===== src/sv/sdpg_pkg.sv =====
// shared constants, types and helpers for the step/dir pulse generator
`timescale 1ns / 1ps

package sdpg_pkg;

    localparam int POS_WIDTH = 32;
    localparam int REM_CNT_W = $clog2(POS_WIDTH + 1);

    typedef logic [POS_WIDTH-1:0] pos_t;

    // input commands
    localparam logic [1:0] CMD_TICK  = 2'd0;
    localparam logic [1:0] CMD_LOAD  = 2'd1;
    localparam logic [1:0] CMD_SLEW  = 2'd2;
    localparam logic [1:0] CMD_TRACK = 2'd3;

    // motion modes
    localparam logic [1:0] MODE_NORMAL   = 2'd0;
    localparam logic [1:0] MODE_SLEW_FWD = 2'd1;
    localparam logic [1:0] MODE_SLEW_REV = 2'd2;

    // slewing request states
    localparam logic [1:0] MS_TRACKING = 2'd0;
    localparam logic [1:0] MS_REQUEST  = 2'd1;
    localparam logic [1:0] MS_READY    = 2'd2;

    // move directions
    localparam logic [1:0] DIR_IDLE = 2'd0;
    localparam logic [1:0] DIR_FWD  = 2'd1;
    localparam logic [1:0] DIR_REV  = 2'd2;

    // configuration register indexes
    localparam logic [2:0] REG_MOTION_MODE  = 3'd0;
    localparam logic [2:0] REG_TRACK_EN     = 3'd1;
    localparam logic [2:0] REG_TRACK_INC    = 3'd2;
    localparam logic [2:0] REG_STEP_SIZE    = 3'd3;
    localparam logic [2:0] REG_SLEW_SIZE    = 3'd4;
    localparam logic [2:0] REG_BACKLASH     = 3'd5;
    localparam logic [2:0] REG_GRANULARITY  = 3'd6;
    localparam logic [2:0] REG_DIR_REVERSE  = 3'd7;

    typedef struct packed {
        logic cap_in;
        logic exec;
        logic rem_start;
        logic grant;
        logic out_load;
    } ctrl_cmd_t;

    typedef struct packed {
        logic need_rem;
        logic rem_busy;
    } dp_stat_t;

    // position to the 32-bit port: sign-extend or keep the low bits
    function automatic logic [31:0] pos_to_port(pos_t v);
        logic signed [63:0] ext;
        ext = 64'(signed'(v));
        return ext[31:0];
    endfunction

endpackage


===== src/sv/sdpg_rem.sv =====
// iterative remainder unit, one dividend bit per cycle
`timescale 1ns / 1ps

module sdpg_rem (
    input  logic                clk,
    input  logic                rst_n,
    input  logic                start,
    input  sdpg_pkg::pos_t      dividend,
    input  logic [8:0]          divisor,
    output logic                busy,
    output logic                rem_zero
);

    logic [sdpg_pkg::REM_CNT_W-1:0] cnt_reg, cnt_next;
    sdpg_pkg::pos_t                 shift_reg, shift_next;
    logic [8:0]                     rem_reg, rem_next;
    logic [8:0]                     div_reg, div_next;
    logic [9:0]                     trial;

    assign busy     = (cnt_reg != '0);
    assign rem_zero = (rem_reg == 9'd0);
    assign trial    = {rem_reg, shift_reg[sdpg_pkg::POS_WIDTH-1]};

    always_comb
    begin
        cnt_next   = cnt_reg;
        shift_next = shift_reg;
        rem_next   = rem_reg;
        div_next   = div_reg;
        if (start)
        begin
            cnt_next   = sdpg_pkg::REM_CNT_W'(sdpg_pkg::POS_WIDTH);
            shift_next = dividend;
            rem_next   = 9'd0;
            // zero granularity acts as one
            div_next   = (divisor == 9'd0) ? 9'd1 : divisor;
        end
        else if (busy)
        begin
            cnt_next   = cnt_reg - 1'b1;
            shift_next = {shift_reg[sdpg_pkg::POS_WIDTH-2:0], 1'b0};
            if (trial >= {1'b0, div_reg})
                rem_next = 9'(trial - {1'b0, div_reg});
            else
                rem_next = trial[8:0];
        end
    end

    always_ff @(posedge clk or negedge rst_n)
    begin
        if (!rst_n)
            cnt_reg <= '0;
        else
            cnt_reg <= cnt_next;
    end

    always_ff @(posedge clk)
    begin
        shift_reg <= shift_next;
        rem_reg   <= rem_next;
        div_reg   <= div_next;
    end

endmodule


===== src/sv/sdpg_datapath.sv =====
// position, target and backlash registers, configuration and result registers
`timescale 1ns / 1ps

module sdpg_datapath (
    input  logic                  clk,
    input  logic                  rst_n,
    input  sdpg_pkg::ctrl_cmd_t   ctl,
    output sdpg_pkg::dp_stat_t    stat,
    input  logic                  cfg_we,
    input  logic [2:0]            cfg_index,
    input  logic [15:0]           cfg_data,
    input  logic [1:0]            cmd,
    input  logic signed [31:0]    target_value,
    output logic                  step_active,
    output logic                  dir_level,
    output logic [1:0]            move_direction,
    output logic signed [31:0]    motor_position,
    output logic signed [31:0]    backlash_position,
    output logic                  slewing_ready
);

    localparam int PW = sdpg_pkg::POS_WIDTH;

    // configuration
    logic [1:0]        mode_reg;
    logic              trk_en_reg;
    logic signed [9:0] trk_inc_reg;
    logic [8:0]        step_size_reg;
    logic [8:0]        slew_size_reg;
    logic [15:0]       bl_amt_reg;
    logic [8:0]        gran_reg;
    logic              dir_rev_reg;

    // captured input beat
    logic [1:0]        cmd_reg;
    sdpg_pkg::pos_t    tgt_in_reg;

    // motion state
    logic              phase_reg, phase_next;
    logic [1:0]        dir_reg, dir_next;
    sdpg_pkg::pos_t    motor_reg, motor_next;
    sdpg_pkg::pos_t    bl_reg, bl_next;
    sdpg_pkg::pos_t    target_reg, target_next;
    logic [1:0]        ms_reg, ms_next;
    logic              dir_pin_reg, dir_pin_next;
    logic              step_pin_reg, step_pin_next;

    // result registers
    logic              out_step_reg;
    logic              out_dir_pin_reg;
    logic [1:0]        out_dir_reg;
    logic [31:0]       out_motor_reg;
    logic [31:0]       out_bl_reg;
    logic              out_ready_reg;

    sdpg_pkg::pos_t    trk_target;
    sdpg_pkg::pos_t    sum;
    sdpg_pkg::pos_t    mag;
    sdpg_pkg::pos_t    step_ext;
    sdpg_pkg::pos_t    slew_ext;
    sdpg_pkg::pos_t    slew_target;
    sdpg_pkg::pos_t    slew_motor;
    logic              slew_fwd;
    logic              slew_move;
    logic              need_fwd;
    logic              need_rev;
    logic              bl_take_fwd;
    logic              bl_take_rev;
    logic              is_slew;
    logic              rem_busy;
    logic              rem_zero;

    assign step_ext = PW'(step_size_reg);
    assign slew_ext = PW'(slew_size_reg);
    assign is_slew  = (mode_reg == sdpg_pkg::MODE_SLEW_FWD) ||
                      (mode_reg == sdpg_pkg::MODE_SLEW_REV);

    // decide half: tracked target against motor plus backlash
    assign trk_target = trk_en_reg ? (target_reg + PW'(trk_inc_reg)) : target_reg;
    assign sum        = motor_reg + bl_reg;
    assign need_fwd   = $signed(sum) < $signed(trk_target);
    assign need_rev   = $signed(trk_target) < $signed(sum);
    assign mag        = sum[PW-1] ? (~sum + 1'b1) : sum;

    // step half: backlash is taken up before the motor moves
    assign bl_take_fwd = bl_reg[PW-1] || (bl_reg < PW'(bl_amt_reg));
    assign bl_take_rev = !bl_reg[PW-1] && (bl_reg != '0);

    // fast slew only steps toward the target
    assign slew_fwd    = (mode_reg == sdpg_pkg::MODE_SLEW_FWD);
    assign slew_target = !trk_en_reg ? target_reg :
                         slew_fwd ? (target_reg + slew_ext) : (target_reg - slew_ext);
    assign slew_move   = slew_fwd ? ($signed(motor_reg) < $signed(slew_target))
                                  : ($signed(slew_target) < $signed(motor_reg));
    assign slew_motor  = slew_fwd ? (motor_reg + slew_ext) : (motor_reg - slew_ext);

    assign stat.need_rem = (cmd_reg == sdpg_pkg::CMD_TICK) && !is_slew && !phase_reg &&
                           (ms_reg == sdpg_pkg::MS_REQUEST);
    assign stat.rem_busy = rem_busy;

    sdpg_rem u_rem (
        .clk      (clk),
        .rst_n    (rst_n),
        .start    (ctl.rem_start),
        .dividend (mag),
        .divisor  (gran_reg),
        .busy     (rem_busy),
        .rem_zero (rem_zero)
    );

    always_comb
    begin
        phase_next    = phase_reg;
        dir_next      = dir_reg;
        motor_next    = motor_reg;
        bl_next       = bl_reg;
        target_next   = target_reg;
        ms_next       = ms_reg;
        dir_pin_next  = dir_pin_reg;
        step_pin_next = step_pin_reg;
        if (ctl.exec)
        begin
            unique case (cmd_reg)
                sdpg_pkg::CMD_LOAD:  target_next = tgt_in_reg;
                sdpg_pkg::CMD_SLEW:  ms_next = sdpg_pkg::MS_REQUEST;
                sdpg_pkg::CMD_TRACK: ms_next = sdpg_pkg::MS_TRACKING;
                sdpg_pkg::CMD_TICK:
                begin
                    priority if (is_slew)
                    begin
                        phase_next = !phase_reg;
                        if (phase_reg)
                        begin
                            target_next = slew_target;
                            if (slew_move)
                            begin
                                motor_next    = slew_motor;
                                step_pin_next = 1'b1;
                            end
                        end
                        else
                            step_pin_next = 1'b0;
                    end
                    else if (ms_reg != sdpg_pkg::MS_READY)
                    begin
                        phase_next = !phase_reg;
                        if (!phase_reg)
                        begin
                            target_next   = trk_target;
                            step_pin_next = 1'b0;
                            priority if (need_fwd)
                            begin
                                dir_next     = sdpg_pkg::DIR_FWD;
                                dir_pin_next = dir_rev_reg;
                            end
                            else if (need_rev)
                            begin
                                dir_next     = sdpg_pkg::DIR_REV;
                                dir_pin_next = !dir_rev_reg;
                            end
                            else
                                dir_next = sdpg_pkg::DIR_IDLE;
                        end
                        else if (dir_reg == sdpg_pkg::DIR_FWD)
                        begin
                            if (bl_take_fwd)
                                bl_next = bl_reg + step_ext;
                            else
                                motor_next = motor_reg + step_ext;
                            step_pin_next = 1'b1;
                        end
                        else if (dir_reg == sdpg_pkg::DIR_REV)
                        begin
                            if (bl_take_rev)
                                bl_next = bl_reg - step_ext;
                            else
                                motor_next = motor_reg - step_ext;
                            step_pin_next = 1'b1;
                        end
                    end
                    // ready halt: nothing changes
                end
            endcase
        end
        // slewing request granted once the position is a granularity multiple
        if (ctl.grant && rem_zero)
            ms_next = sdpg_pkg::MS_READY;
    end

    always_ff @(posedge clk or negedge rst_n)
    begin
        if (!rst_n)
        begin
            mode_reg      <= sdpg_pkg::MODE_NORMAL;
            trk_en_reg    <= 1'b0;
            trk_inc_reg   <= '0;
            step_size_reg <= 9'd1;
            slew_size_reg <= 9'd1;
            bl_amt_reg    <= '0;
            gran_reg      <= 9'd1;
            dir_rev_reg   <= 1'b0;
        end
        else if (cfg_we)
        begin
            unique case (cfg_index)
                sdpg_pkg::REG_MOTION_MODE: mode_reg      <= cfg_data[1:0];
                sdpg_pkg::REG_TRACK_EN:    trk_en_reg    <= cfg_data[0];
                sdpg_pkg::REG_TRACK_INC:   trk_inc_reg   <= cfg_data[9:0];
                sdpg_pkg::REG_STEP_SIZE:   step_size_reg <= cfg_data[8:0];
                sdpg_pkg::REG_SLEW_SIZE:   slew_size_reg <= cfg_data[8:0];
                sdpg_pkg::REG_BACKLASH:    bl_amt_reg    <= cfg_data;
                sdpg_pkg::REG_GRANULARITY: gran_reg      <= cfg_data[8:0];
                sdpg_pkg::REG_DIR_REVERSE: dir_rev_reg   <= cfg_data[0];
            endcase
        end
    end

    always_ff @(posedge clk or negedge rst_n)
    begin
        if (!rst_n)
        begin
            phase_reg    <= 1'b0;
            dir_reg      <= sdpg_pkg::DIR_IDLE;
            motor_reg    <= '0;
            bl_reg       <= '0;
            target_reg   <= '0;
            ms_reg       <= sdpg_pkg::MS_TRACKING;
            dir_pin_reg  <= 1'b0;
            step_pin_reg <= 1'b0;
        end
        else
        begin
            phase_reg    <= phase_next;
            dir_reg      <= dir_next;
            motor_reg    <= motor_next;
            bl_reg       <= bl_next;
            target_reg   <= target_next;
            ms_reg       <= ms_next;
            dir_pin_reg  <= dir_pin_next;
            step_pin_reg <= step_pin_next;
        end
    end

    always_ff @(posedge clk)
    begin
        if (ctl.cap_in)
        begin
            cmd_reg    <= cmd;
            tgt_in_reg <= PW'(target_value);
        end
        if (ctl.out_load)
        begin
            out_step_reg    <= step_pin_reg;
            out_dir_pin_reg <= dir_pin_reg;
            out_dir_reg     <= dir_reg;
            out_motor_reg   <= sdpg_pkg::pos_to_port(motor_reg);
            out_bl_reg      <= sdpg_pkg::pos_to_port(bl_reg);
            out_ready_reg   <= (ms_reg == sdpg_pkg::MS_READY);
        end
    end

    assign step_active       = out_step_reg;
    assign dir_level         = out_dir_pin_reg;
    assign move_direction    = out_dir_reg;
    assign motor_position    = signed'(out_motor_reg);
    assign backlash_position = signed'(out_bl_reg);
    assign slewing_ready     = out_ready_reg;

endmodule


===== src/sv/sdpg_ctrl.sv =====
// sequencing of one input beat: capture, execute, remainder wait, result
`timescale 1ns / 1ps

module sdpg_ctrl (
    input  logic                  clk,
    input  logic                  rst_n,
    input  logic                  in_valid,
    output logic                  in_ready,
    output logic                  out_valid,
    input  logic                  out_ready,
    input  sdpg_pkg::dp_stat_t    stat,
    output sdpg_pkg::ctrl_cmd_t   ctl
);

    localparam logic [1:0] ST_IDLE = 2'd0;
    localparam logic [1:0] ST_EXEC = 2'd1;
    localparam logic [1:0] ST_REM  = 2'd2;
    localparam logic [1:0] ST_DONE = 2'd3;

    logic [1:0] state_reg, state_next;
    logic       out_valid_reg, out_valid_next;
    logic       out_free;

    assign in_ready  = (state_reg == ST_IDLE);
    assign out_valid = out_valid_reg;
    // result register can take a new beat when empty or being drained
    assign out_free  = !out_valid_reg || out_ready;

    always_comb
    begin
        state_next     = state_reg;
        out_valid_next = out_valid_reg && !out_ready;
        ctl            = '0;
        unique case (state_reg)
            ST_IDLE:
            begin
                if (in_valid)
                begin
                    ctl.cap_in = 1'b1;
                    state_next = ST_EXEC;
                end
            end
            ST_EXEC:
            begin
                ctl.exec = 1'b1;
                if (stat.need_rem)
                begin
                    ctl.rem_start = 1'b1;
                    state_next    = ST_REM;
                end
                else
                    state_next = ST_DONE;
            end
            ST_REM:
            begin
                if (!stat.rem_busy)
                begin
                    ctl.grant  = 1'b1;
                    state_next = ST_DONE;
                end
            end
            ST_DONE:
            begin
                if (out_free)
                begin
                    ctl.out_load   = 1'b1;
                    out_valid_next = 1'b1;
                    state_next     = ST_IDLE;
                end
            end
        endcase
    end

    always_ff @(posedge clk or negedge rst_n)
    begin
        if (!rst_n)
        begin
            state_reg     <= ST_IDLE;
            out_valid_reg <= 1'b0;
        end
        else
        begin
            state_reg     <= state_next;
            out_valid_reg <= out_valid_next;
        end
    end

endmodule


===== src/sv/step_dir_pulse_generator.sv =====
// step/dir pulse generator top level: handshakes, controller and datapath
// each input beat is captured, executed and then loaded into the result register; a remainder
//   wait comes before the load when a decide half checks a pending slewing request (bit-serial remainder)
// the input is not ready again until the previous beat is loaded, which waits for a free result register
// the result register holds one beat so a new input is taken while it waits
// reset: async active low; all positions, target and modes clear, step size 1
`timescale 1ns / 1ps

module step_dir_pulse_generator (
    input  logic               clk,
    input  logic               rst_n,
    input  logic               cfg_valid,
    output logic               cfg_ready,
    input  logic [2:0]         cfg_index,
    input  logic [15:0]        cfg_data,
    input  logic               in_valid,
    output logic               in_ready,
    input  logic [1:0]         cmd,
    input  logic signed [31:0] target_value,
    output logic               out_valid,
    input  logic               out_ready,
    output logic               step_active,
    output logic               dir_level,
    output logic [1:0]         move_direction,
    output logic signed [31:0] motor_position,
    output logic signed [31:0] backlash_position,
    output logic               slewing_ready
);

    sdpg_pkg::ctrl_cmd_t ctl;
    sdpg_pkg::dp_stat_t  stat;

    assign cfg_ready = 1'b1;

    sdpg_ctrl u_ctrl (
        .clk       (clk),
        .rst_n     (rst_n),
        .in_valid  (in_valid),
        .in_ready  (in_ready),
        .out_valid (out_valid),
        .out_ready (out_ready),
        .stat      (stat),
        .ctl       (ctl)
    );

    sdpg_datapath u_dp (
        .clk               (clk),
        .rst_n             (rst_n),
        .ctl               (ctl),
        .stat              (stat),
        .cfg_we            (cfg_valid),
        .cfg_index         (cfg_index),
        .cfg_data          (cfg_data),
        .cmd               (cmd),
        .target_value      (target_value),
        .step_active       (step_active),
        .dir_level         (dir_level),
        .move_direction    (move_direction),
        .motor_position    (motor_position),
        .backlash_position (backlash_position),
        .slewing_ready     (slewing_ready)
    );

endmodule

===== config.mk =====
export PLATFORM = sky130hd
export DESIGN_NAME = step_dir_pulse_generator
export DESIGN_NICKNAME = d
export VERILOG_FILES = /design/src/sv/sdpg_pkg.sv /design/src/sv/sdpg_rem.sv /design/src/sv/sdpg_datapath.sv /design/src/sv/sdpg_ctrl.sv /design/src/sv/step_dir_pulse_generator.sv
export SDC_FILE = /design/constraint.sdc
export NUM_CORES = 1
export LEC_CHECK = 0
export BUFFER_PORTS_ARGS = -buffer_cell sky130_fd_sc_hd__buf_2
export CAP_MARGIN = 5
export CORE_UTILIZATION = 57
export DETAILED_ROUTE_END_ITERATION = 12
export PLACE_DENSITY = 0.78
export SLEW_MARGIN = 20
export SYNTH_ARGS = -nofsm -noshare
export SYNTH_HDL_FRONTEND = slang
export SYNTH_SLANG_ARGS = --single-unit

===== constraint.sdc =====
create_clock -name clk -period 6.67 [get_ports clk]
set_input_delay 0.667 -clock clk [delete_from_list [all_inputs] [get_ports clk]]
set_output_delay 0.667 -clock clk [all_outputs]
set_load 0.05 [all_outputs]

# Word level (Yosys, flattened, before mapping)
# Index checks and enable logic that the tools add are counted.
[word_totals]
reg_bits = 322
in_bits = 58
wordCells = 192
[classes]
n_addsub = 13
n_lt_le_gt_ge = 6
n_eq_ne = 32
mux = 60
bitwise_logic = 3
reduce_logical = 48
[op_table]
columns = ["op", "n"]
rows = [
  ["$mux 32", 24],
  ["$add 32x9->32", 4],
  ["$lt 32x32->1", 4],
  ["$sub 32x9->32", 4],
  ["$add 32x32->32", 2],
  ["$pmux 32 s2", 1],
  ["$add 32x1->32 const B", 1],
  ["$lt 32x16->1", 1],
  ["$not 32->32", 1],
  ["$reduce_bool 32->1", 1],
  ["$mux 1", 22],
  ["$logic_not 9->1", 2],
  ["$reduce_and 2->1", 9],
  ["$mux 2", 8],
  ["$reduce_and 8->1", 2],
  ["$reduce_and 5->1", 3],
  ["$eq 2x2->1 const B", 7],
  ["$reduce_bool 2->1", 7],
  ["$eq 3x3->1 const B", 4],
  ["$mux 6", 2],
  ["$ne 3x3->1 const B", 4],
  ["$eq 2x1->1 const B", 5],
  ["$ge 10x9->1", 1],
  ["$mux 9", 1],
  ["other kinds (20)", 42],
]

# Depth between registers and ports, before layout
# Gate-level depths: netlist (run 1).
[depth]
word_depth = 10
mapped_depth = 32
ltp_nobuf = 31

# Modules after synthesis
# A second synthesis (run 1) with hierarchy kept.
[unflattened]
cells_unflattened = 2577
area_unflattened_um2 = 24562.3
[by_module_without_submodules]
columns = ["mod", "n_inst", "cells_each", "area_each_um2", "seq_area_each_um2"]
rows = [
  ["sdpg_datapath", 1, 2311, 21465.6, 7100.6],
  ["sdpg_rem", 1, 241, 2831.5, 1561.5],
  ["sdpg_ctrl", 1, 23, 254.0, 75.1],
  ["step_dir_pulse_generator", 1, 2, 11.3, 0.0],
]

# Least setup slack after synthesis (run 1)
# OpenSTA, ideal clock, no wires.
[synth_path]
path_type = "flip-flop to flip-flop"
start = "reg u_dp.slew_size_reg[3]"
end = "reg u_dp.motor_reg[10]"
setup_ps = 125
arrival_ps = 6567
required_time_ps = 6545
setup_slack_ps = -22
path_stages_with_launch = 30
n_path_buf = 1
period_less_slack_ps = 6692
path_cell_list = "dfrtp_1 -> nor3_1 -> nand2b_1 -> nor4_1 -> a21oi_1 -> ha_1 -> a21oi_1 -> a21boi_0 -> o21ai_0 -> nand2_1 -> o2111ai_1 -> nand3_1 -> a2111oi_0 -> o31ai_1 -> or2_2 -> o31ai_1 -> mux2i_1 -> xnor2_1 -> ha_1 -> nand4_1 -> inv_1 -> nand4_1 -> a311o_1 -> a22oi_1 -> nor4_1 -> mux2_1 -> o211ai_2 -> nand4bb_4 -> buf_12 -> mux2_4"
[synth_between]
elab_chain_cells = 7
[synth_lines]
columns = ["item", "line", "rtl"]
rows = [
  ["start, declared", "sdpg_datapath.sv:29", "logic [8:0] slew_size_reg;"],
  ["start signal, assigned", "sdpg_datapath.sv:210", "sdpg_pkg::REG_SLEW_SIZE: slew_size_reg <= cfg_data[8:0];"],
  ["$sub 32x9->32 or $add 32x9->32 (tied branches)", "sdpg_datapath.sv:92", "slew_fwd ? (target_reg + slew_ext) : (target_reg - slew_ext);"],
  ["$mux 32", "sdpg_datapath.sv:92", ""],
  ["$mux 32", "sdpg_datapath.sv:91", "assign slew_target = !trk_en_reg ? target_reg :"],
  ["$lt 32x32->1, on equally long branches", "sdpg_datapath.sv:94, sdpg_datapath.sv:93", ""],
  ["$mux 1", "sdpg_datapath.sv:93", "assign slew_move = slew_fwd ? ($signed(motor_reg) < $signed(slew_target))"],
  ["$ne 2x1->1 (no line)", "--", ""],
  ["$reduce_and 8->1 (no line)", "--", ""],
  ["end signal, assigned", "sdpg_datapath.sv:235", "motor_reg <= motor_next;"],
  ["end, declared", "sdpg_datapath.sv:41", "sdpg_pkg::pos_t motor_reg, motor_next;"],
]
# Several ways; a longest one is shown, not always the timed one. The select of a mux whose other input is x is not followed.
# A chain may end at the register's enable or synchronous reset.

# Final worst setup path (run 1)
[layout_path]
start = "reg u_dp.slew_size_reg[3]"
end = "reg u_dp.motor_reg[19]"
# The elaborated chain is that of the path after synthesis.

==> flow_metrics.py, run 1 <==
metrics = {
    "status": {
        "status": "finished, violations left",
        "violations": "negative setup slack",
    },
    "cts": {
        "root_buffer": "clkbuf_16",
        "insertion_delay_ns": 0.58,
        "clk_pin_slew_ns": 0.06,
        "htree_levels": 2,
        "clk_path_buf_depth": 3,
        "cts_sinks": 322,
        "holdBufCountCts": 0,
        "cts_tree": "done",
        "cts_buffers": 39,
    },
    "layout": {
        "final_nets": 3092,
        "drive_gt1_share_pct": 17.0,
        "layout.area.seq_mm2": 0.00874,
        "fillers": 3302,
        "area_growth_pct": 14.4,
        "multi_input_area_mm2": 0.0148,
        "antenna_cells": 0,
        "utilization_pct": 66.7,
    },
    "power": {
        "power_mw": 16.0,
        "power_density_mw_per_mm2": 579,
        "peakVddDrop_uv": 362,
        "power_leakage_nw": 12.8,
    },
    "synthesis": {
        "syn_area_mm2": 0.0241,
        "synth_ff_type": "dfrtp_1",
        "synth.avg_cell_area_um2": 9.39,
        "synth_top_family_by_area": "compound AO/OA/AOI/OAI gates",
        "async_flop_share_pct": 52.5,
        "synth-xor-area-share_pct": 6.72,
        "syn_inst": 2565,
        "synth_cell_types": 88,
        "synthSimpleGateAreaFrac_pct": 14.2,
        "synth_nets": 2883,
        "yosysSeqAreaShare_pct": 36.3,
        "synth-edff-count": 144,
        "synth-adder-area-share_pct": 13.7,
        "ys.warnings.count": 0,
        "synth_compound_area_share_pct": 19.7,
        "synthMuxAreaShare_pct": 5.96,
        "ys_seq_elements": 322,
    },
    "routing": {
        "vias": 20700,
        "drt-total-wl_mm": 70.7,
        "routedWlPerCell_um": 21.2,
        "drt_iter0_markers": 1757,
        "firstDrtPassIters": 5,
        "postRouteAntennaNets": 0,
        "drc": 0,
        "drt-vias-per-instance": 6.19,
    },
    "die": {
        "core_area_mm2": 0.0413,
        "die_w_um": 208,
        "rows": 74,
        "die_h_um": 208,
        "start_util_pct": 58.3,
        "top_level_ports": 130,
        "die-area_mm2": 0.0431,
    },
    "global_routing": {
        "grtUsageTotal_pct": 32.5,
        "grt_max_degree": 80,
        "first_global_vias": 20600,
        "grt_antenna_before_repair": 0,
        "grt_pass1_wl_mm": 111,
        "overflow": 0,
    },
    "timing": {
        "fin_ws_ns": -0.0589,
        "worstMarginPinSlew_ns": 1.08,
        "min_period_ns": 6.73,
        "hold_viol": 0,
        "finalSetupViolCount": 29,
        "drv_slew": 0,
        "fin_worst_skew_ns": 0.0230,
        "grt_setup_unrepaired": "yes",
        "fmax_ghz": 0.149,
        "period_share_pct": 101,
        "relSlewSlack_pct": 25.9,
    },
    "worst_setup_path": {
        "crit_type": "reg -> reg",
        "slowest_stage": "dfrtp_1",
        "cp-start-kind": "flip-flop",
        "worst_path_most_repeated_cell": "nand4_1",
        "required_ns": 7.13,
        "slowest_delay_ns": 0.40,
        "crit_path_end_kind": "flip-flop",
        "worst-path-max-fanout": 10,
        "critical_path_arrival_ns": 7.18,
        "critPathBufInv": 5,
        "crit_family": "compound AO/OA/AOI/OAI gates",
    },
    "worst_hold_path": {
        "hold_class": "in -> async",
    },
    "placed_design": {
        "gp_congestion": 1.00,
        "io_buffers": 128,
        "dpl.hpwl_mm": 53.0,
    },
    "flow_run": {
        "drv_cap": 0,
    },
}
routing by layer:
| layer | vias to the layer above | global-route usage (%) | wire [um] |
|---|---|---|---|
| met5 | - | 0 | 0 |
| met4 | 0 | 16.1 | 3260 |
| met3 | 178 | 5.04 | 4340 |
| met2 | 713 | 54.4 | 33600 |
| met1 | 9915 | 41.1 | 29500 |
| li1 | 9860 | - | - |
layout by cell type, fill, tap and decap left out, types with 12 or more instances in the layout:
master,netlist,routed
a21o_1,100,100
xor2_1,68,68
o21ai_0,182,178
ha_1,254,251
edfxtp_1,144,144
o21a_1,15,15
a211oi_1,30,29
nor4_1,26,24
mux2_2,74,74
nor2_1,163,162
buf_2,0,127
nor2b_1,48,48
nor3_1,36,33
a21oi_1,265,262
clkbuf_16,0,40
o211ai_1,13,13
xnor2_1,117,115
o31ai_1,13,12
buf_4,1,120
a31oi_1,34,34
dfrtp_1,166,165
nand2_1,226,225
mux2i_1,17,16
mux2_4,28,29
nand3_1,43,42
inv_1,114,112
o21bai_1,22,22
nand4_1,35,35
nand2b_1,37,37
and3_1,14,13
and2_1,27,25
logic make-up (layout without fill, tap and decap cells):
family / Yosys count / count (layout)
DFF: 322 / 322
buffers and inverters: 202 / 442
other: 1 / 1
xor gates and xnor gates: 185 / 185
and+or+nand+nor: 705 / 705
adders and majority gates: 260 / 260
muxes: 120 / 120
AOI/OAI and AO/OA: 770 / 770
cells in the mapped netlist (all sizes together), types with 68 or more instances:
master / n / share of area [%]
a21o: 100 / 3.1
a21oi: 265 / 5.5
clkbuf: 69 / 1.1
dfrtp: 166 / 17
edfxtp: 144 / 18
ha: 254 / 13
inv: 114 / 1.8
mux2: 103 / 5.3
nand2: 226 / 3.5
nor2: 163 / 2.5
o21ai: 185 / 3.8
xnor2: 117 / 4.3
xor2: 68 / 2.5
power by group:
group	internal [mW]	switching [mW]
combinational	4.35	6.01
clock	1.20	0.889
sequential	2.81	0.716
total	8.36	7.61
repair_timing:
item                       4_1_cts  5_1_grt
cloned                           3        0
setup endpoints to repair       33       33
pin swaps                       21        9
gates resized for setup         29       21
buffers inserted                 7        7
final timing paths:
path                       depth (start not counted)               endpoint                  start  slack [ns]
hold reg to reg                                    2    u_dp.target_reg[17]    u_dp.tgt_in_reg[17]        0.48
setup / recovery                                  33     u_dp.motor_reg[19]  u_dp.slew_size_reg[3]       -0.06
max in group asynchronous                          2        u_dp.trk_en_reg                  rst_n        4.98
min in group clk                                   1     u_dp.tgt_in_reg[3]        target_value[3]        0.26
hold / removal                                     1  u_dp.u_rem.cnt_reg[2]                  rst_n        0.14
setup reg to reg                                  33     u_dp.motor_reg[19]  u_dp.slew_size_reg[3]       -0.06
metrics by stage:
| step | hold slack, ns | setup TNS [ns] | cell area (um2) | setup slack [ns] | instances |
|---|---|---|---|---|---|
| after floorplan | 0.371 | 0 | 24100 | 0.0796 | 2565 |
| after global placement | 0.473 | -8.98 | 25900 | -0.319 | 3248 |
| after detailed placement | 0.477 | -13.27 | 25900 | -0.449 | 3248 |
| after CTS | 0.165 | 0 | 27400 | 0.000220 | 3330 |
| after global routing | 0.204 | -15.55 | 27600 | -0.514 | 3337 |
| final | 0.143 | -1.22 | 27600 | -0.0589 | 3337 |
cell type report:
cell class / instances / area share, %
flip-flops and latches: 322 / 31.7
inverters: 116 / 1.58
multi-input cells: 2041 / 53.7
well taps: 532 / 2.42
clock inverters: 17 / 0.445
clock buffers: 55 / 4.02
repair buffers: 254 / 6.13
worst reg2reg max path, delay by kind of cell, from the launching register on:
| kind | cells | cell delay, ns |
|---|---|---|
| buf+inv | 5 | 0.73 |
| flops | 1 | 0.40 |
| simple gates | 11 | 1.66 |
| xor+xnor | 2 | 0.37 |
| fa+ha+maj | 2 | 0.62 |
| compound gates | 10 | 1.83 |
| mux | 3 | 0.98 |
(Power assumes the default switching activity.)
==> inputs of run 2 (changes only) <==
--- a/config.mk
+++ b/config.mk
@@ -11,2 +11,3 @@
 export DETAILED_ROUTE_END_ITERATION = 12
+export MAX_ROUTING_LAYER = met4
 export PLACE_DENSITY = 0.78
==> constraint.sdc (replaced) <==
create_clock -name clk -period 6.67 [get_ports clk]
set_input_delay 1.334 -clock clk [delete_from_list [all_inputs] [get_ports clk]]
set_output_delay 1.334 -clock clk [all_outputs]
set_load 0.05 [all_outputs]
==> run 2 against run 1 <==
Net effect:
- the flow still finishes with violations (negative setup slack)
- design area rose by 1.0%
- worst setup slack got worse by 0.023 ns
- total power rose by 2.8%
==> flow_metrics.py, run 2 (same netlist as run 1, synthesis figures left out) <==
metrics = {
    "die": {
        "top_level_ports": 130,
        "die-area_mm2": 0.0431,
        "core_area_mm2": 0.0413,
        "die_h_um": 208,
        "rows": 74,
        "start_util_pct": 58.3,
        "die_w_um": 208,
    },
    "cts": {
        "clk_path_buf_depth": 3,
        "insertion_delay_ns": 0.57,
        "cts_tree": "done",
        "cts_sinks": 322,
        "root_buffer": "clkbuf_16",
        "cts_buffers": 38,
        "clk_pin_slew_ns": 0.06,
        "htree_levels": 2,
    },
    "power": {
        "net-switching-power_mw": 7.70,
        "power_mw": 16.4,
        "intPower_mw": 8.72,
        "power_density_mw_per_mm2": 590,
        "peakVddDrop_uv": 355,
        "power_leakage_nw": 12.9,
        "pwr-share-comb_pct": 64.0,
        "p_clk_share_pct": 14.7,
        "swShare_pct": 46.9,
        "seqPwrFrac_pct": 21.4,
    },
    "global_routing": {
        "grt_max_degree": 91,
        "grt_antenna_before_repair": 0,
        "overflow": 0,
        "grt_use_met1_pct": 44.8,
        "use_met3_pct": 3.54,
        "grtUsageTotal_pct": 34.7,
        "grt_pass1_wl_mm": 114,
        "grt.met2_usage_pct": 56.4,
        "top_usage_layer": "met2",
        "first_global_vias": 20600,
    },
    "timing": {
        "finalSetupViolCount": 15,
        "relSlewSlack_pct": 26.6,
        "grt_setup_unrepaired": "yes",
        "fin_worst_skew_ns": 0.0163,
        "hold_viol": 0,
        "min_period_ns": 6.75,
        "drv_slew": 0,
        "fin_ws_ns": -0.0816,
        "worstMarginPinSlew_ns": 1.10,
        "fmax_ghz": 0.148,
        "period_share_pct": 101,
    },
    "worst_setup_path": {
        "slowest_stage": "dfrtp_1",
        "critPathBufInv": 4,
        "reg2regPathDepth": 31,
        "crit_type": "reg -> reg",
        "cp-start-kind": "flip-flop",
        "crit_path_end_kind": "flip-flop",
        "r2r_end": "u_dp.motor_reg[7]",
        "regToRegStartpoint": "u_dp.slew_size_reg[2]",
        "worst-path-max-fanout": 7,
        "slowest_delay_ns": 0.40,
        "crit_family": "compound AO/OA/AOI/OAI gates",
        "rrSetupSlack_ns": -0.08,
        "critical_path_arrival_ns": 7.20,
        "required_ns": 7.12,
    },
    "layout": {
        "final_nets": 3102,
        "layout_common_cells": "259 x a21oi_1, 251 x ha_1, 226 x nand2_1, 175 x o21ai_0, 165 x dfrtp_1",
        "antenna_cells": 0,
        "multi_input_area_mm2": 0.0148,
        "drive_gt1_share_pct": 17.9,
        "area_growth_pct": 15.5,
        "layout.area.seq_mm2": 0.00874,
        "final_common_cell": "a21oi_1",
        "fillers": 3283,
        "utilization_pct": 67.4,
    },
    "routing": {
        "drt-total-wl_mm": 72.7,
        "postRouteAntennaNets": 0,
        "drc": 0,
        "routedWlPerCell_um": 21.7,
        "drt_iter0_markers": 1617,
        "vias": 20900,
        "drt-vias-per-instance": 6.24,
        "firstDrtPassIters": 6,
    },
    "worst_hold_path": {
        "hp-start": "u_dp.dir_reg[1]",
        "hold_class": "reg -> reg",
        "holdPathStages": 0,
        "hold_end": "u_dp.move_direction[1]",
    },
    "status": {
        "status": "finished, violations left",
        "violations": "negative setup slack",
    },
    "placed_design": {
        "dpl.hpwl_mm": 53.7,
        "gp_congestion": 0.940,
        "io_buffers": 128,
    },
    "flow_run": {
        "drv_cap": 0,
    },
}
run 2: worst max-delay path by stage:
stage	startpoint	end	depth (start not counted)	slack, ns
detailed placement	u_dp.slew_size_reg[1]	u_dp.motor_reg[1]	30	-0.45
finish	u_dp.slew_size_reg[2]	u_dp.motor_reg[7]	31	-0.08
global placement	u_dp.slew_size_reg[3]	u_dp.motor_reg[2]	29	-0.34
floorplan	u_dp.mode_reg[1]	u_dp.motor_reg[10]	31	0.08
CTS	u_dp.slew_size_reg[1]	u_dp.motor_reg[23]	32	-0.02
global route	u_dp.slew_size_reg[2]	u_dp.motor_reg[7]	32	-0.39
run 2: layout make-up:
cell class | instances | area share [%]
flip-flops and latches | 322 | 31.4
clock buffers | 46 | 3.74
clock inverters | 23 | 1.37
repair buffers | 265 | 6.29
inverters | 116 | 1.56
well taps | 532 | 2.39
multi-input cells | 2041 | 53.2
run 2: power groups by stage:
stage          logic (mW)  registers (mW)  clock network [mW]
3_3_place_gp         9.63            3.50                   0
2_1_floorplan        6.98            3.64                   0
4_1_cts              10.3            3.49                2.43
6_report             10.5            3.51                2.41
5_1_grt              11.5            3.56                2.50
3_5_place_dp         9.94            3.52                   0
run 2: timing repair:
action	in CTS	in global routing
buffers inserted	17	6
gates cloned	2	0
endpoints found under the setup margin	33	33
pin swaps	26	28
resized for setup	40	24
hold buffers	0	0
run 2: layer usage:
layer  routed length, um  share of wire [%]  vias to the layer above
li1                    -                  -                     9886
met1               31300                 43                    10100
met2               34400                 47                      748
met3                4190                5.8                      184
met4                2830                3.9                        0
met5                   0                  0                        -
run 2: worst reg2reg max path: cells and delay by family, from the launching register on:
family / cells / cell delay, ns
adders and majority gates: 2 / 0.60
buffers and inverters: 4 / 0.60
muxes: 3 / 0.88
and+or+nand+nor: 8 / 1.32
AOI/OAI and AO/OA: 12 / 2.56
DFF: 1 / 0.40
xor gates and xnor gates: 2 / 0.26
run 2: metrics by stage:
step	hold WS, ns	setup slack, ns	cell area, um2	std cells	setup TNS, ns
2_1_floorplan	0.426	0.0796	24100	2565	0
3_3_place_gp	0.470	-0.342	25900	3252	-10.06
3_5_place_dp	0.476	-0.448	25900	3252	-13.49
4_1_cts	0.492	-0.0168	27700	3340	-0.113
5_1_grt	0.512	-0.393	27800	3345	-9.96
6_report	0.498	-0.0816	27800	3345	-0.974
==> inputs of run 3 (changes only) <==
- CAP_MARGIN: 5 -> 15
- CORE_MARGIN: not set -> 8
==> run 3 against run 2 <==
Net effect:
- clock skew is 0.0040 ns higher
- the run still ends with negative setup slack left
- wire length is 1.6% lower
- first-iteration DRC count rose by 15%
- critical path type unchanged
==> flow_metrics.py, run 3 (same netlist as run 1, synthesis figures left out) <==
metrics = {
    "status": {
        "status": "finished, violations left",
        "violations": "negative setup slack",
    },
    "routing": {
        "vias": 20900,
        "postRouteAntennaNets": 0,
        "drt-total-wl_mm": 71.5,
        "drt_iter0_markers": 1859,
        "drt-vias-per-instance": 6.25,
        "routedWlPerCell_um": 21.4,
        "firstDrtPassIters": 6,
        "drc": 0,
    },
    "die": {
        "start_util_pct": 57.6,
        "rows": 75,
        "die-area_mm2": 0.0491,
        "die_h_um": 222,
        "die_w_um": 222,
        "core_area_mm2": 0.0419,
        "top_level_ports": 130,
    },
    "global_routing": {
        "grt_max_degree": 98,
        "first_global_vias": 20300,
        "grtUsageTotal_pct": 28.8,
        "overflow": 0,
        "grt_antenna_before_repair": 0,
        "grt_pass1_wl_mm": 111,
    },
    "power": {
        "peakVddDrop_uv": 405,
        "power_density_mw_per_mm2": 582,
        "power_mw": 16.0,
        "power_leakage_nw": 12.7,
    },
    "worst_setup_path": {
        "reg2regPathDepth": 31,
        "regToRegStartpoint": "u_dp.slew_size_reg[2]",
        "crit_type": "reg -> reg",
        "crit_path_end_kind": "flip-flop",
        "worst-path-max-fanout": 11,
        "critical_path_arrival_ns": 7.19,
        "slowest_stage": "dfrtp_1",
        "r2r_end": "u_dp.motor_reg[5]",
        "critPathBufInv": 5,
        "cp-start-kind": "flip-flop",
        "slowest_delay_ns": 0.39,
        "required_ns": 7.11,
        "crit_family": "compound AO/OA/AOI/OAI gates",
        "rrSetupSlack_ns": -0.07,
    },
    "timing": {
        "hold_viol": 0,
        "fin_worst_skew_ns": 0.0203,
        "fin_ws_ns": -0.0719,
        "relSlewSlack_pct": 32.4,
        "period_share_pct": 101,
        "drv_slew": 0,
        "grt_setup_unrepaired": "yes",
        "min_period_ns": 6.74,
        "finalSetupViolCount": 30,
        "fmax_ghz": 0.148,
        "worstMarginPinSlew_ns": 0.988,
    },
    "cts": {
        "cts_buffers": 38,
        "htree_levels": 2,
        "clk_pin_slew_ns": 0.06,
        "cts_sinks": 322,
        "root_buffer": "clkbuf_16",
        "clk_path_buf_depth": 3,
        "cts_tree": "done",
        "holdBufCountCts": 0,
        "insertion_delay_ns": 0.56,
    },
    "placed_design": {
        "gp_congestion": 1.00,
        "dpl_cell_area_mm2": 0.0259,
        "dpl.hpwl_mm": 53.9,
        "placed_cells": 3249,
        "io_buffers": 128,
    },
    "layout": {
        "final_common_cell": "a21oi_1",
        "layoutNonFillerInstCount": 3340,
        "layout_common_cells": "261 x a21oi_1, 252 x ha_1, 225 x nand2_1, 176 x o21ai_0, 165 x dfrtp_1",
        "area_growth_pct": 14.4,
        "final_nets": 3090,
        "final_cell_area_mm2": 0.0276,
        "antenna_cells": 0,
        "drive_gt1_share_pct": 17.1,
    },
    "worst_hold_path": {
        "hold_end": "u_dp.target_reg[17]",
        "hold_class": "reg -> reg",
        "hp-start": "u_dp.tgt_in_reg[17]",
        "holdPathStages": 2,
    },
    "flow_run": {
        "drv_cap": 0,
    },
}
run 3: cell types whose count changed in the layout (fill, tap and decap cells not counted), moves of 4 or more:
cell,before,now
clkinv_1,4,8
buf_4,130,113
nor2_2,4,0
buf_6,3,7
nor2_1,158,163
bufinv_16,10,4
run 3: what timing repair did:
action	CTS	global route
buffers inserted	3	16
setup endpoints to repair	33	34
pin swaps	6	26
hold endpoints to repair	0	0
gates cloned	0	2
resized for setup	14	45
run 3: final cells by class:
type                    count  area [um2]
clock inverters            24         231
repair buffers            253        1690
well taps                 539         674
multi-input cells        2041       14800
flip-flops and latches    322        8740
clock buffers              45        1020
fillers                  3354       14300
inverters                 116         435
run 3: worst reg2reg max path: cells and delay by family, from the launching register on:
kind	cells	cell delay [ns]
and+or+nand+nor	9	1.40
xor gates and xnor gates	1	0.15
adders and majority gates	3	0.83
AOI/OAI and AO/OA	9	1.96
buffers and inverters	5	0.71
DFF	1	0.39
muxes	4	1.19
run 3: metrics by stage:
stage / setup slack [ns] / hold slack [ns] / util [%] / setup TNS [ns]
2_1_floorplan: 0.0796 / 0.426 / - / 0
3_3_place_gp: -0.325 / 0.476 / 61.8 / -9.54
3_5_place_dp: -0.465 / 0.471 / 61.8 / -13.87
4_1_cts: 0.00982 / 0.467 / 65.0 / 0
5_1_grt: -0.358 / 0.491 / 65.9 / -10.61
6_report: -0.0719 / 0.464 / 65.9 / -1.60
run 3: worst max path at each step:
stage	start	end	cells after the start
floorplan	u_dp.mode_reg[1]	u_dp.motor_reg[10]	31
global route	u_dp.slew_size_reg[2]	u_dp.motor_reg[4]	33
detailed placement	u_dp.slew_size_reg[3]	u_dp.motor_reg[5]	29
finish	u_dp.slew_size_reg[2]	u_dp.motor_reg[5]	31
global placement	u_dp.slew_size_reg[1]	u_dp.motor_reg[23]	30
CTS	u_dp.slew_size_reg[0]	u_dp.motor_reg[5]	31
run 3: report_power, final:
part           leakage, nW  switching [mW]  internal, mW
Clock                0.610           0.861          1.25
Sequential            3.61           0.721          2.81
Combinational         8.53            6.06          4.35
Total                 12.7            7.64          8.41
run 3: per-layer routing:
layer	GRT usage (%)	vias up	routed length [um]
met1	35.3	10000	29800
met3	3.58	213	4300
met2	47.4	773	34000
met4	12.9	0	3430
met5	-	-	0
li1	-	9861	-
